`config.mk`:
```
export PLATFORM = sky130hd
export DESIGN_NAME = ipv4_lpt_ctrl
export DESIGN_NICKNAME = d
export VERILOG_FILES = /design/src/hw/rtl/ipv4_lpt_pkg.sv /design/src/hw/rtl/ipv4_lpt_ctrl.sv
export SDC_FILE = /design/constraint.sdc
export NUM_CORES = 1
export LEC_CHECK = 0
export BUFFER_PORTS_ARGS = -buffer_cell sky130_fd_sc_hd__clkbuf_2
export CAP_MARGIN = 20
export CELL_PAD_IN_SITES_DETAIL_PLACEMENT = 1
export CELL_PAD_IN_SITES_GLOBAL_PLACEMENT = 2
export CORE_AREA = 2 2 39 41
export CTS_CLUSTER_DIAMETER = 200
export DETAILED_ROUTE_END_ITERATION = 8
export DIE_AREA = 0 0 41 43
export GPL_TIMING_DRIVEN = 0
export PLACE_DENSITY = 0.6
export REMOVE_ABC_BUFFERS = 1
export SLEW_MARGIN = 20
export SYNTH_ARGS = -nofsm -noshare
export SYNTH_HDL_FRONTEND = slang
export SYNTH_SLANG_ARGS = --single-unit
```
`constraint.sdc`:
```
create_clock -name clk -period 2.55 [get_ports clk]
set_clock_uncertainty 0.15 [all_clocks]
set_input_delay 0.1275 -clock clk [delete_from_list [all_inputs] [get_ports clk]]
set_output_delay 0.1275 -clock clk [all_outputs]
set_load 0.005 [all_outputs]
```
`src/hw/rtl/ipv4_lpt_pkg.sv`:
```
// Shared types, codes and helpers for the IPv4 longest-prefix route table.
// Used by ipv4_lpt_ctrl, ipv4_lpt_dp, ipv4_longest_prefix_table_core and tb_top.
// No dependencies.
package ipv4_lpt_pkg;

	localparam int TABLE_ENTRIES_DEF = 64;
	localparam logic [5:0] MAX_LEN = 6'd32;

	typedef enum logic [1:0] {
		FN_LPM    = 2'd0,
		FN_EXACT  = 2'd1,
		FN_INSERT = 2'd2,
		FN_REMOVE = 2'd3
	} func_t;

	localparam logic [1:0] ST_OK   = 2'd0;
	localparam logic [1:0] ST_DUP  = 2'd1;
	localparam logic [1:0] ST_FULL = 2'd2;

	// one table slot as held in the memory
	typedef struct packed {
		logic        valid;
		logic [31:0] prefix;
		logic [5:0]  length;
		logic [31:0] value;
	} entry_t;

	// controller -> datapath
	typedef struct packed {
		logic clr_wr;   // clearing pass: write an empty slot at the counter
		logic capture;  // latch a new transaction, restart the counter
		logic rd_en;    // scan read at the counter
		logic finish;   // commit table update and load the result
	} cmd_t;

	// datapath -> controller
	typedef struct packed {
		logic cnt_last;
		logic cnt_zero;
	} sts_t;

	function automatic logic [31:0] mask_of(input logic [5:0] len);
		logic [31:0] ones;
		ones = '1;
		if (len == 6'd0) begin
			return 32'd0;
		end
		return ones << (MAX_LEN - len);
	endfunction

endpackage

```
`src/hw/rtl/ipv4_lpt_ctrl.sv`:
```
// Sequencer for the route table: clearing pass, scan, finish, result handoff.
// Depends on ipv4_lpt_pkg (cmd_t, sts_t).
module ipv4_lpt_ctrl (
	input  logic                clk,
	input  logic                arst_n,
	input  logic                in_valid,
	output logic                in_stall,
	output logic                out_valid,
	input  logic                out_stall,
	output ipv4_lpt_pkg::cmd_t  cmd,
	input  ipv4_lpt_pkg::sts_t  sts
);

	typedef enum logic [2:0] {
		S_CLEAR,
		S_IDLE,
		S_SCAN,
		S_DRAIN,
		S_FINISH
	} state_t;

	state_t state_q;
	logic   out_valid_q;
	logic   out_busy;

	assign out_busy  = out_valid_q && out_stall;
	assign in_stall  = (state_q != S_IDLE);
	assign out_valid = out_valid_q;

	always_comb begin
		cmd         = '0;
		cmd.clr_wr  = (state_q == S_CLEAR);
		cmd.capture = (state_q == S_IDLE) && in_valid;
		cmd.rd_en   = (state_q == S_SCAN);
		cmd.finish  = (state_q == S_FINISH) && !out_busy;
	end

	always_ff @(posedge clk or negedge arst_n) begin
		if (!arst_n) begin
			state_q     <= S_CLEAR;
			out_valid_q <= 1'b0;
		end else begin
			if (out_valid_q && !out_stall && !cmd.finish) begin
				out_valid_q <= 1'b0;
			end
			case (state_q)
				S_CLEAR: begin
					if (sts.cnt_last) begin
						state_q <= S_IDLE;
					end
				end
				S_IDLE: begin
					if (in_valid) begin
						state_q <= S_SCAN;
					end
				end
				S_SCAN: begin
					if (sts.cnt_last) begin
						state_q <= S_DRAIN;
					end
				end
				S_DRAIN: begin
					state_q <= S_FINISH;
				end
				S_FINISH: begin
					if (!out_busy) begin
						out_valid_q <= 1'b1;
						state_q     <= S_IDLE;
					end
				end
				default: begin
					state_q <= S_IDLE;
				end
			endcase
		end
	end

	// a held result is never overwritten
	a_no_overwrite: assert property (@(posedge clk) disable iff (!arst_n)
		cmd.finish |-> !(out_valid_q && out_stall))
		else $error("result loaded while previous one still held");

	// every transaction starts its scan at slot zero
	a_scan_start: assert property (@(posedge clk) disable iff (!arst_n)
		(in_valid && !in_stall) |-> sts.cnt_zero)
		else $error("transaction accepted with scan counter not at zero");

	// a scan covers the whole table before the finish step
	a_drain_after_last: assert property (@(posedge clk) disable iff (!arst_n)
		(state_q == S_DRAIN) |-> $past(cmd.rd_en && sts.cnt_last))
		else $error("drain entered without reading the last slot");

endmodule

```
After elaboration in Yosys (flattened, before gate mapping):

Index checks and enable logic that the tools add are counted.

* logic and storage cells: 29
* input bits: 6
* output and inout port bits: 6
* bits in registers: 4

* equality and inequality tests: 9
* muxes and demuxes: 8
* reduce and logical (&&, ||, !) cells: 10

Operator list (count)
* $pmux W3 S5: 1
* $mux W3: 4
* $eq A3 B2 Y1 const B: 2
* $logic_and A1 B1 Y1: 5
* $ne A2 B1 Y1 const B: 2
* $ne A2 B2 Y1 const B: 2
* $reduce_and A4 Y1: 1
* $eq A3 B1 Y1 const B: 1
* $eq A3 B3 Y1 const B: 1
* $logic_not A1 Y1: 3
* $logic_not A3 Y1: 1
* $mux W1: 3
* $ne A3 B1 Y1 const B: 1

Logic depth before layout (Yosys ltp):

* depth in word-level cells: 8
* mapped depth: 2
* gate-level depth less buffers: 2

Least setup slack after synthesis:

OpenSTA, ideal clock, no wires.

* path kind: reg2reg
* from: register state_q[1]
* to: register state_q[0]
* buffers on the path: 0
* period minus slack after synthesis: 1.242 ns
* data required time: 2.274 ns
* path slack: 1.308 ns
* library setup time: 0.126 ns
* cell stages (with the launch flop): 3
* arrival: 0.965 ns
* cells stage by stage: dfrtp_1 or3b_4 o32a_1

* cells in the longest elaborated chain, start to end: 3
* elaborated cells between the ends (all ways): 11
* those cells by class: 8 x eq/ne; 1 x mux; 2 x reduce/logical

RTL lines
* from (decl): line ipv4_lpt_ctrl.sv:22 `state_t state_q;`
* from (signal assigned): line ipv4_lpt_ctrl.sv:40 `state_q <= S_CLEAR;`
* from (signal assigned): line ipv4_lpt_ctrl.sv:49 `state_q <= S_IDLE;`
* from (signal assigned): line ipv4_lpt_ctrl.sv:54 `state_q <= S_SCAN;`
* $eq A3 B3 Y1, or another cell as far along: line ipv4_lpt_ctrl.sv:46 `case (state_q)`
* $ne A2 B2 Y1 (no source line) or $ne A2 B1 Y1 (tied branches)
* $reduce_and A4 Y1 (no source line)

Several ways; a longest one is shown, not always the timed one.
A chain may end at the register's enable or synchronous reset.

==> impl_metrics.json <==
{
  "status": "complete, no violations",
  "grt_pass1_wl_um": 848,
  "drv_slew": 0,
  "die_width_um": 41,
  "layout_common_cells": "clkbuf_2, dfrtp_1, clkbuf_4",
  "start_util": 0.147,
  "hold_end": "out_valid",
  "p_leak_nw": 0.155,
  "cts_root_buf": "clkbuf_4",
  "numCtsBuffers": 3,
  "critPathSlowestCell": "or3b_4",
  "place_ws_ns": 1.17,
  "worstPathCellList": "or3b_4, a21oi_1, clkbuf_2",
  "cts_tree": "done",
  "clock_latency_ns": 0.24,
  "fin_nets": 43,
  "holdWs_ns": 0.0347,
  "area_delta_synth_final_pct": 50.3,
  "grt_use_met3": 0.0314,
  "grt.overflow.total": 0,
  "grt_busiest_layer": "met2",
  "hold_viol": 0,
  "cts.sinks": 4,
  "yosysWarningCount": 0,
  "htreeDepth": 1,
  "ant_nets": 0,
  "ir_worst_vdd_mv": 0.365,
  "crit_path_max_fanout": 7,
  "rows": 14,
  "final_layout_size_suffix_gt1_frac": 0.400,
  "vias": 212,
  "criticalPathCategory": "register to output pin",
  "powerDensity_nw_per_um2": 1080,
  "reg2regPathDepth": 2,
  "gr-usage-met2": 0.0969,
  "min_delay_path_depth": 3,
  "final_common_cell": "clkbuf_2",
  "synth_largest_area_cell": "dfrtp_1",
  "cts.path.max_buffers": 2,
  "arrival_ns": 1.34,
  "cp-start-kind": "register",
  "routed_wl_um": 522,
  "grtUsageMet1": 0.0915,
  "post-dp-hpwl_um": 406,
  "grt_pass1_vias": 212,
  "ios": 12,
  "power.total_w": 0.000332,
  "yosys-top-cells-area": "dfrtp_1, nand3b_1, or3b_4",
  "holdBufCountCts": 1,
  "vias_per_cell": 4.16,
  "io_buffers": 10,
  "r2r_slack_ns": 1.25,
  "gr-usage-all-layers": 0.0777,
  "period_needed_ns": 1.62,
  "drt_iter0_drc": 1,
  "fmax_mhz": 617,
  "drv_cap": 0,
  "setup_tns_ns": 0,
  "syn-instance-count": 21,
  "die_h_um": 43,
  "ctsResizeCount": 0,
  "path_clk_slew_ns": 0.03,
  "num-fill-cells": 168,
  "hp-start": "out_stall",
  "grt_max_degree": 9,
  "ys_seq_elements": 4,
  "post-route-period-util": 0.636,
  "post-cts-setup-buffers": 0,
  "hp-class": "input pin to register",
  "cp_top_family": "simple AND/OR/NAND/NOR gates",
  "critical_path.max_stage_delay_ns": 0.44,
  "grt_setup_unrepaired": "false",
  "firstDrtPassIters": 2,
  "synth_cell_type_count": 14,
  "seq_area_frac_synth": 0.491,
  "wl_per_cell_um": 10.2,
  "critPathBufInv": 1,
  "setup_viol": 0,
  "antenna_found_initial": 0,
  "gp_congestion": 0.604,
  "worst_slack_ns": 0.929,
  "synth_top_area_frac": 0.491,
  "worst_pin_slew_ns": 0.200,
  "r2r_end": "state_q[0]",
  "synth_area_um2": 204,
  "dieArea_um2": 1760,
  "coreArea_um2": 1380,
  "drcViolationCount": 0,
  "antenna_cells": 0,
  "cp-end-kind": "output pin",
  "avgSynthCellArea_um2": 9.71,
  "relSlewSlack": 0.866,
  "rr_startpoint": "state_q[1]",
  "crit_required_ns": 2.27
}
metrics by stage:
step	cell area [um^2]	instances	utilization
final	307	51	0.222
after global routing	307	51	0.222
after CTS	307	51	0.222
after detailed placement	274	47	0.198
after global placement	274	47	0.198
after floorplan	204	21	-
state kept, by name, summed over array words and instances, names as in the netlist:
| signal | flops |
|---|---|
| state_q | 3 |
| out_valid | 1 |
kinds of logic after synthesis:
kind of cell / after synthesis / synth area share
AND/OR/NAND/NOR: 12 / 0.368
flip-flops: 4 / 0.491
AO/OA/AOI/OAI: 4 / 0.123
buffers and inverters: 1 / 0.0184
layer usage:
layer  vias to the layer above  wire, um
met4                         0         8
li1                        104         -
met2                        12       218
met5                         -         0
met3                         2        53
met1                        94       240
cells in the mapped netlist:
cell type	number
dfrtp_1	4
a21oi_1	2
nand2_1	2
nand3b_1	2
nor2_1	2
inv_1	1
nand2b_1	1
nor2b_1	1
nor3_1	1
nor3b_1	1
o21ai_1	1
o32a_1	1
or3b_1	1
or3b_4	1
final cells by class:
class / count / area [um^2] / area share
flip-flops and latches: 4 / 100 / 0.327
inverters: 1 / 3.75 / 0.0122
well taps: 16 / 20.0 / 0.0653
multi-input cells: 16 / 100 / 0.327
clock buffers: 3 / 22.5 / 0.0735
repair buffers: 11 / 60.1 / 0.196
worst max path at each step:
stage,start,to,cells after the start
5_1_grt,state_q[1],cmd[0],3
3_3_place_gp,state_q[1],cmd[0],3
3_5_place_dp,state_q[1],cmd[0],3
6_report,state_q[1],cmd[0],3
4_1_cts,state_q[1],cmd[0],3
2_1_floorplan,state_q[1],state_q[0],2
tightest hold or removal path: cells and delay by family:
kind          cells  cell delay [ns]
buf+inv           1             0.10
simple gates      2             0.16
power by group:
| part | switching, W | internal (W) |
|---|---|---|
| combinational | 0.0000527 | 0.0000740 |
| clock | 0.0000259 | 0.0000526 |
| sequential | 0.0000370 | 0.0000895 |
| total | 0.000116 | 0.000216 |
Note: power is estimated with default switching activity, not from simulation.
