$ cat src/hw/rtl/ipv4_lpt_pkg.sv
// Shared types, codes and helpers for the IPv4 longest-prefix route table.
// Used by ipv4_lpt_ctrl, ipv4_lpt_dp, ipv4_longest_prefix_table_core and tb_top.
// No dependencies.
package ipv4_lpt_pkg;

	localparam int TABLE_ENTRIES_DEF = 64;
	localparam logic [5:0] MAX_LEN = 6'd32;

	typedef enum logic [1:0] {
		FN_LPM    = 2'd0,
		FN_EXACT  = 2'd1,
		FN_INSERT = 2'd2,
		FN_REMOVE = 2'd3
	} func_t;

	localparam logic [1:0] ST_OK   = 2'd0;
	localparam logic [1:0] ST_DUP  = 2'd1;
	localparam logic [1:0] ST_FULL = 2'd2;

	// one table slot as held in the memory
	typedef struct packed {
		logic        valid;
		logic [31:0] prefix;
		logic [5:0]  length;
		logic [31:0] value;
	} entry_t;

	// controller -> datapath
	typedef struct packed {
		logic clr_wr;   // clearing pass: write an empty slot at the counter
		logic capture;  // latch a new transaction, restart the counter
		logic rd_en;    // scan read at the counter
		logic finish;   // commit table update and load the result
	} cmd_t;

	// datapath -> controller
	typedef struct packed {
		logic cnt_last;
		logic cnt_zero;
	} sts_t;

	function automatic logic [31:0] mask_of(input logic [5:0] len);
		logic [31:0] ones;
		ones = '1;
		if (len == 6'd0) begin
			return 32'd0;
		end
		return ones << (MAX_LEN - len);
	endfunction

endpackage

$ cat src/hw/rtl/ipv4_lpt_dp.sv
// Datapath of the route table: slot memory, scan counter, match evaluation,
// best-match tracking and result registers. Depends on ipv4_lpt_pkg.
module ipv4_lpt_dp #(
	parameter int TABLE_ENTRIES = ipv4_lpt_pkg::TABLE_ENTRIES_DEF
) (
	input  logic                clk,
	input  logic                arst_n,
	input  ipv4_lpt_pkg::cmd_t  cmd,
	output ipv4_lpt_pkg::sts_t  sts,
	input  logic [1:0]          func,
	input  logic [31:0]         address,
	input  logic [5:0]          prefix_len,
	input  logic [31:0]         entry_value,
	output logic                hit,
	output logic [31:0]         found_value,
	output logic [5:0]          found_len,
	output logic [1:0]          status
);

	localparam int IDX_W = (TABLE_ENTRIES > 1) ? $clog2(TABLE_ENTRIES) : 1;
	localparam logic [IDX_W-1:0] LAST_IDX = IDX_W'(TABLE_ENTRIES - 1);

	ipv4_lpt_pkg::entry_t mem [TABLE_ENTRIES];

	logic [IDX_W-1:0] cnt_q;
	logic             eval_s1;
	ipv4_lpt_pkg::entry_t rdata_s1;
	logic [IDX_W-1:0] ridx_s1;

	ipv4_lpt_pkg::func_t op_q;
	logic [31:0] addr_q;
	logic [31:0] key_q;
	logic [5:0]  len_q;
	logic [31:0] val_q;

	logic        best_found_q;
	logic [5:0]  best_len_q;
	logic [31:0] best_val_q;
	logic        match_found_q;
	logic [IDX_W-1:0] match_idx_q;
	logic [31:0] match_val_q;
	logic        free_found_q;
	logic [IDX_W-1:0] free_idx_q;

	logic [5:0]  len_sat;
	logic        lpm_ok;
	logic        exact_ok;
	logic        wr_en;
	logic [IDX_W-1:0] wr_idx;
	ipv4_lpt_pkg::entry_t wr_data;
	logic        do_insert;
	logic        do_remove;

	assign sts.cnt_last = (cnt_q == LAST_IDX);
	assign sts.cnt_zero = (cnt_q == '0);

	assign len_sat = (prefix_len > ipv4_lpt_pkg::MAX_LEN) ? ipv4_lpt_pkg::MAX_LEN : prefix_len;

	assign lpm_ok = rdata_s1.valid && (rdata_s1.length <= len_q)
		&& ((addr_q & ipv4_lpt_pkg::mask_of(rdata_s1.length)) == rdata_s1.prefix);
	assign exact_ok = rdata_s1.valid && (rdata_s1.length == len_q)
		&& (rdata_s1.prefix == key_q);

	assign do_insert = (op_q == ipv4_lpt_pkg::FN_INSERT) && !match_found_q && free_found_q;
	assign do_remove = (op_q == ipv4_lpt_pkg::FN_REMOVE) && match_found_q;

	always_comb begin
		wr_en   = cmd.clr_wr || (cmd.finish && (do_insert || do_remove));
		wr_idx  = cmd.clr_wr ? cnt_q : (do_insert ? free_idx_q : match_idx_q);
		wr_data = '0;
		if (!cmd.clr_wr && do_insert) begin
			wr_data.valid  = 1'b1;
			wr_data.prefix = key_q;
			wr_data.length = len_q;
			wr_data.value  = val_q;
		end
	end

	// slot memory: one write port, one registered read port
	always_ff @(posedge clk) begin
		if (wr_en) begin
			mem[wr_idx] <= wr_data;
		end
		if (cmd.rd_en) begin
			rdata_s1 <= mem[cnt_q];
			ridx_s1  <= cnt_q;
		end
	end

	always_ff @(posedge clk or negedge arst_n) begin
		if (!arst_n) begin
			cnt_q   <= '0;
			eval_s1 <= 1'b0;
		end else begin
			eval_s1 <= cmd.rd_en;
			if (cmd.capture) begin
				cnt_q <= '0;
			end else if (cmd.clr_wr || cmd.rd_en) begin
				cnt_q <= sts.cnt_last ? '0 : cnt_q + 1'b1;
			end
		end
	end

	always_ff @(posedge clk) begin
		if (cmd.capture) begin
			op_q          <= ipv4_lpt_pkg::func_t'(func);
			addr_q        <= address;
			len_q         <= len_sat;
			key_q         <= address & ipv4_lpt_pkg::mask_of(len_sat);
			val_q         <= entry_value;
			best_found_q  <= 1'b0;
			best_len_q    <= '0;
			best_val_q    <= '0;
			match_found_q <= 1'b0;
			match_idx_q   <= '0;
			match_val_q   <= '0;
			free_found_q  <= 1'b0;
			free_idx_q    <= '0;
		end else if (eval_s1) begin
			// strict compare keeps the lowest slot on equal lengths
			if (lpm_ok && (!best_found_q || rdata_s1.length > best_len_q)) begin
				best_found_q <= 1'b1;
				best_len_q   <= rdata_s1.length;
				best_val_q   <= rdata_s1.value;
			end
			if (exact_ok && !match_found_q) begin
				match_found_q <= 1'b1;
				match_idx_q   <= ridx_s1;
				match_val_q   <= rdata_s1.value;
			end
			if (!rdata_s1.valid && !free_found_q) begin
				free_found_q <= 1'b1;
				free_idx_q   <= ridx_s1;
			end
		end
	end

	always_ff @(posedge clk) begin
		if (cmd.finish) begin
			case (op_q)
				ipv4_lpt_pkg::FN_LPM: begin
					hit         <= best_found_q;
					found_value <= best_val_q;
					found_len   <= best_len_q;
					status      <= ipv4_lpt_pkg::ST_OK;
				end
				ipv4_lpt_pkg::FN_EXACT: begin
					hit         <= match_found_q;
					found_value <= match_val_q;
					found_len   <= match_found_q ? len_q : 6'd0;
					status      <= ipv4_lpt_pkg::ST_OK;
				end
				ipv4_lpt_pkg::FN_INSERT: begin
					hit         <= 1'b0;
					found_value <= '0;
					found_len   <= '0;
					if (match_found_q) begin
						status <= ipv4_lpt_pkg::ST_DUP;
					end else if (!free_found_q) begin
						status <= ipv4_lpt_pkg::ST_FULL;
					end else begin
						status <= ipv4_lpt_pkg::ST_OK;
					end
				end
				default: begin
					hit         <= 1'b0;
					found_value <= '0;
					found_len   <= '0;
					status      <= ipv4_lpt_pkg::ST_OK;
				end
			endcase
		end
	end

	// stored lengths are always saturated
	a_len_range: assert property (@(posedge clk) disable iff (!arst_n)
		(eval_s1 && rdata_s1.valid) |-> (rdata_s1.length <= ipv4_lpt_pkg::MAX_LEN))
		else $error("stored prefix length out of range");

	// the clearing pass and a scan never overlap
	a_clr_vs_scan: assert property (@(posedge clk) disable iff (!arst_n)
		cmd.clr_wr |-> !(cmd.rd_en || eval_s1 || cmd.finish))
		else $error("clearing write during a scan");

endmodule

$ cat config.mk
export PLATFORM = sky130hd
export DESIGN_NAME = ipv4_lpt_dp
export DESIGN_NICKNAME = d
export VERILOG_FILES = /design/src/hw/rtl/ipv4_lpt_pkg.sv /design/src/hw/rtl/ipv4_lpt_dp.sv
export SDC_FILE = /design/constraint.sdc
export NUM_CORES = 2
export LEC_CHECK = 0
export ABC_AREA = 1
export BUFFER_PORTS_ARGS = -buffer_cell sky130_fd_sc_hd__buf_4
export CORE_UTILIZATION = 35
export DETAILED_ROUTE_END_ITERATION = 16
export GPL_TIMING_DRIVEN = 1
export SETUP_SLACK_MARGIN = 0.3
export SLEW_MARGIN = 25
export SYNTH_ARGS = -nofsm -noshare
export SYNTH_HDL_FRONTEND = slang
export SYNTH_MEMORY_MAX_BITS = 65536
export SYNTH_SLANG_ARGS = --single-unit
$ cat constraint.sdc
create_clock -name clk -period 7 [get_ports clk]
set_input_delay 1.4 -clock clk [delete_from_list [all_inputs] [get_ports clk]]
set_output_delay 1.4 -clock clk [all_outputs]
set_load 0.1 [all_outputs]
* Word level (Yosys, flattened, before mapping)
Memory sizes are Yosys's and may differ from the RTL's. A register that Yosys moved wholly into a read port is not among the register bits.
Cells that the tools add are included.
** Word-level totals
- Register bits after elaboration :: 243
- Bits in latches :: 0
- Bits in writable memories :: 4544
- ROM bits :: 0
- Input port bits :: 78
- Output and inout port bits :: 43
- Logic and storage cells :: 93
- Memories :: 1
** Operators by class
- Add/sub/neg operators :: 3
- Multipliers :: 0
- Div/mod/pow operators :: 0
- Order comparisons :: 3
- Equality and inequality tests :: 7
- Shifts and indexed selects :: 2
- Mux-type cells :: 23
- Bitwise operators :: 3
- Reductions and logical operators :: 30
** Memories
- mem :: depth 64, bits a word 71, rd ports 1, clocked after memory_dff 1, write ports 1, RTL line ipv4_lpt_dp.sv:23 : ipv4_lpt_pkg::entry_t mem [TABLE_ENTRIES];
** Operators with widths (number)
- $mux W32 :: 5
- $mux W71 :: 1
- $and A32 B32 Y32 :: 2
- $eq A32 B32 Y1 :: 2
- $pmux W32 S2 :: 1
- $shl A32 B6 Y32 const A :: 2
- $mux W6 :: 7
- $logic_not A6 Y1 :: 3
- $logic_and A1 B1 Y1 :: 12
- $pmux W6 S2 :: 1
- $sub A6 B6 Y6 const A :: 2
- $add A6 B1 Y6 const B :: 1
- $eq A6 B6 Y1 :: 1
- $eq A6 B6 Y1 const B :: 1
- $gt A6 B6 Y1 :: 1
- $gt A6 B6 Y1 const B :: 1
- $le A6 B6 Y1 :: 1
- $mux W1 :: 6
- $reduce_and A2 Y1 :: 3
- $logic_not A1 Y1 :: 5
- $eq A2 B2 Y1 const B :: 2
- $logic_or A1 B1 Y1 :: 4
- $eq A2 B1 Y1 const B :: 1
- $logic_not A2 Y1 :: 1
- 5 further kinds :: 5

* Depth between registers and ports, before layout
- Depth in word-level cells :: 8
- Mapped depth :: 21
- Gate-level depth less buffers :: 20

* Worst setup path before layout
No wires, ideal clock.
- Path kind :: in2reg
- Start :: in cmd[3] (netlist name)
- End :: mem mem[44][0] (netlist name), enable pin
- Setup time :: 588 ps
- Arrival time :: 7419 ps
- Data required time :: 6412 ps
- Setup slack :: -1007 ps
- Stages on the path :: 7
- Buffers on the path :: 1
- Cell sequence :: clkbuf_1 > clkinv_1 > o21ai_0 > inv_1 > nor2_1 > inv_1 > nor3_1
** On the way
- Word-level cells in the longest chain between the ends :: 3
- Elaborated cells on any way between the ends :: 4
- Classes of those cells :: mux: 3; reduce/logical: 1
** Ends and longest elaborated chain
- start, declared :: RTL line ipv4_lpt_dp.sv:8 : input ipv4_lpt_pkg::cmd_t cmd,
- $logic_or A1 B1 Y1 :: RTL line ipv4_lpt_dp.sv:68 : wr_en = cmd.clr_wr || (cmd.finish && (do_insert || do_remove));
- $mux W1 :: RTL line ipv4_lpt_dp.sv:81 : if (wr_en) begin
- $mux W1 (implied by the code) :: RTL line ipv4_lpt_dp.sv:82 : mem[wr_idx] <= wr_data;
- end, declared :: RTL line ipv4_lpt_dp.sv:23
Several ways; a longest one is shown, not always the timed one.

==> results.json <==
{
  "final_common_cell": "edfxtp_1",
  "path_clk_slew_ns": 0.06,
  "hpwl_microns": 328000,
  "grt_max_degree": 181,
  "finalHoldViolCount": 0,
  "ctsResizeCount": 0,
  "num_rows": 270,
  "pwr-share-seq": 0.515,
  "grt_usage": 0.217,
  "cp-start-kind": "flop",
  "max_slew.worst_pin.slew_ns": 1.15,
  "ctsLongestPathBuffers": 4,
  "max-cap-violations": 0,
  "die_w_microns": 739,
  "grt_setup_unrepaired": "no",
  "async_reset_ff_frac": 0.00144,
  "finalSetupViolCount": 0,
  "mostFrequentLayoutCells": "edfxtp_1 (4766), nor2_1 (2958), o21ai_0 (2764)",
  "grt_pass1_vias": 115842,
  "antenna_found_initial": 29,
  "min_path_type": "in2async",
  "h-tree-depth": 5,
  "switchingPower_mw": 15.2,
  "drtIter0Drc": 18277,
  "p_leak_nw": 69.6,
  "crit_required_ns": 5.60,
  "clockPowerShare": 0.402,
  "dpl-instance-area_sq_mm": 0.202,
  "switching_share": 0.244,
  "slew_headroom": 0.231,
  "netlist-cell-type-count": 46,
  "cp_max_fo": 77,
  "syn_to_final_growth_pct": 14.2,
  "cp_slowest_cell": "dfrtp_4",
  "syn-num-nets": 14450,
  "via_count": 125843,
  "fin_area_sq_mm": 0.217,
  "synth_seq_area_share": 0.763,
  "filler_cell_count": 50045,
  "skew_ns": 0.0952,
  "avgSynthCellArea_sq_um": 13.2,
  "clk_latency_ns": 1.07,
  "synthCells": 14350,
  "first_pass_iters": 8,
  "cts_tree": "yes",
  "ys_ff_latch": 4858,
  "crit_chain": "inv_8 > ha_1 > nand3_1 > nor3_1 > buf_4",
  "place_ws_ns": 1.95,
  "gp_congestion": 0.873,
  "drv_slew": 0,
  "core_sq_mm": 0.541,
  "reg2regPathDepth": 10,
  "die_h_microns": 739,
  "p_total_mw": 62.4,
  "drtAntennaViolNets": 0,
  "fin_nets": 14398,
  "r2r_slack_ns": 2.10,
  "fin_ws_ns": 1.94,
  "cts_setup_buffers": 0,
  "rr_startpoint": "op_q[0]",
  "p_per_area_mw_per_mm2": 288,
  "remaining_drc_errors": 0,
  "num_io_pins": 121,
  "cpPeakStageDelay_ns": 0.70,
  "vias_per_cell": 5.74,
  "fmax_mhz": 198,
  "status": "finished clean",
  "grt.overflow.total": 0,
  "cp-startpoint": "cnt_q[1]",
  "share_comb_of_total_power": 0.082,
  "drive_gt1_frac": 0.0887,
  "wl_per_cell_microns": 28.2,
  "port_buffers": 120,
  "worstPathArrival_ns": 3.66,
  "r2r-end": "mem[62][30]",
  "crit_end": "sts[0]",
  "initial_core_util": 0.351,
  "crit_type": "reg2out",
  "syn_area_sq_mm": 0.190,
  "holdBufCountCts": 0,
  "fin_crit_sh": 0.723,
  "p_int_mw": 47.2,
  "vdd_ir_drop_max_mv": 0.243,
  "yosys_warnings": 0,
  "fin_crit_ns": 5.06,
  "grt_pass1_wl_microns": 871000,
  "synth_edf_count": 4766,
  "cts_buffers": 479,
  "cts.sinks": 4858,
  "cts-root-buf": "clkbuf_16",
  "wirelength_microns": 619000,
  "dieArea_sq_mm": 0.546,
  "critPathCaptureType": "output port",
  "synth_flop_cell": "edfxtp_1"
}
## area by class of cell
class                      instances  area [sq um]  area share
clock inverter                   281          2530      0.0117
multi-input combinational       8239         41100       0.189
tap                             7208          9020      0.0416
antenna                           13          32.5    0.000150
sequential                      4858        145000       0.669
timing repair buffer             500          5680      0.0262
inverter                         220           878     0.00405
clock buffer                     615         12600      0.0580
## power by group through the flow
stage / clock network, mW / registers, mW / logic [mW]
after global placement: 0 / 32.8 / 5.03
after detailed placement: 0 / 32.8 / 5.05
after CTS: 25.3 / 32.2 / 5.07
final: 25.1 / 32.2 / 5.15
after global routing: 26.3 / 32.2 / 5.56
after floorplan: 0 / 32.6 / 3.14
## how the worst min path moves through the flow
stage                                 to  slack, ns  cells after the start
final                           cnt_q[1]       0.18                      1
after global routing            cnt_q[1]       0.17                      1
after CTS                       cnt_q[1]       0.13                      1
after detailed placement  match_val_q[6]       0.47                      2
after global placement    match_val_q[7]       0.46                      2
after floorplan               ridx_s1[2]       0.42                      0
## through the flow
step / util / setup TNS [ns] / hold slack (ns) / cells
finish: 0.401 / 0 / 0.180 / 21934
global placement: 0.372 / 0 / 0.463 / 20989
global route: 0.401 / 0 / 0.170 / 21928
detailed placement: 0.373 / 0 / 0.473 / 21021
floorplan: - / -499.74 / 0.423 / 14350
CTS: 0.401 / 0 / 0.134 / 21917
## critical path, delay by kind of cell, from the launching register on
family | cells | cell delay, ns
flip-flops | 1 | 0.70
AND/OR/NAND/NOR | 2 | 0.61
adder cells (fa/ha/maj) | 1 | 0.27
buffers and inverters | 2 | 0.98
## cells by family (layout without fill, tap and decap cells)
kind of cell | after synthesis | count (layout) | synth area share
buf+inv | 1253 | 1616 | 0.0257
fa+ha+maj | 22 | 22 | 0.00145
compound gates | 4296 | 4296 | 0.129
other cells | 0 | 13 | 0
simple gates | 3908 | 3908 | 0.0794
flops | 4858 | 4858 | 0.763
xor+xnor | 13 | 13 | 0.000599
## per-layer routing
metal	vias to the layer above	track usage	share of wire
met1	63721	0.309	0.40
li1	53649	-	-
met5	-	0	0.00012
met2	7308	0.332	0.45
met4	10	0.0802	0.041
met3	1155	0.0410	0.11
## state kept, by name, summed over array words and instances (netlist names), 32 cells and up
name / flops
addr_q: 32
best_val_q: 32
found_value: 32
key_q: 32
match_val_q: 32
mem: 4544
rdata_s1: 71
val_q: 32
## cells in the mapped netlist (3+ instances only)
master | number | share of area
o211ai_1 | 164 | 0.0065
or2_0 | 3 | 0.000099
inv_2 | 4 | 0.000079
dfrtp_1 | 7 | 0.00092
or3_1 | 3 | 0.000099
a211o_1 | 8 | 0.00037
xor2_1 | 7 | 0.00032
o221ai_1 | 379 | 0.017
o32ai_1 | 17 | 0.00078
a21oi_1 | 45 | 0.0012
o21bai_1 | 6 | 0.00024
edfxtp_1 | 4766 | 0.75
inv_1 | 212 | 0.0042
o21ai_0 | 2764 | 0.073
nor2_1 | 3087 | 0.061
buf_1 | 45 | 0.00089
clkinv_1 | 4 | 0.000079
ha_1 | 22 | 0.0014
buf_6 | 4 | 0.00024
xnor2_1 | 6 | 0.00028
clkbuf_1 | 871 | 0.017
nand3_1 | 195 | 0.0051
dfxtp_1 | 85 | 0.0090
nand4_1 | 16 | 0.00053
buf_2 | 111 | 0.0029
o21ai_1 | 5 | 0.00013
o22ai_1 | 898 | 0.030
nor3_1 | 29 | 0.00076
or2_2 | 7 | 0.00023
nand2_1 | 556 | 0.011
No activity file was read; power rests on OpenSTA's default activity.
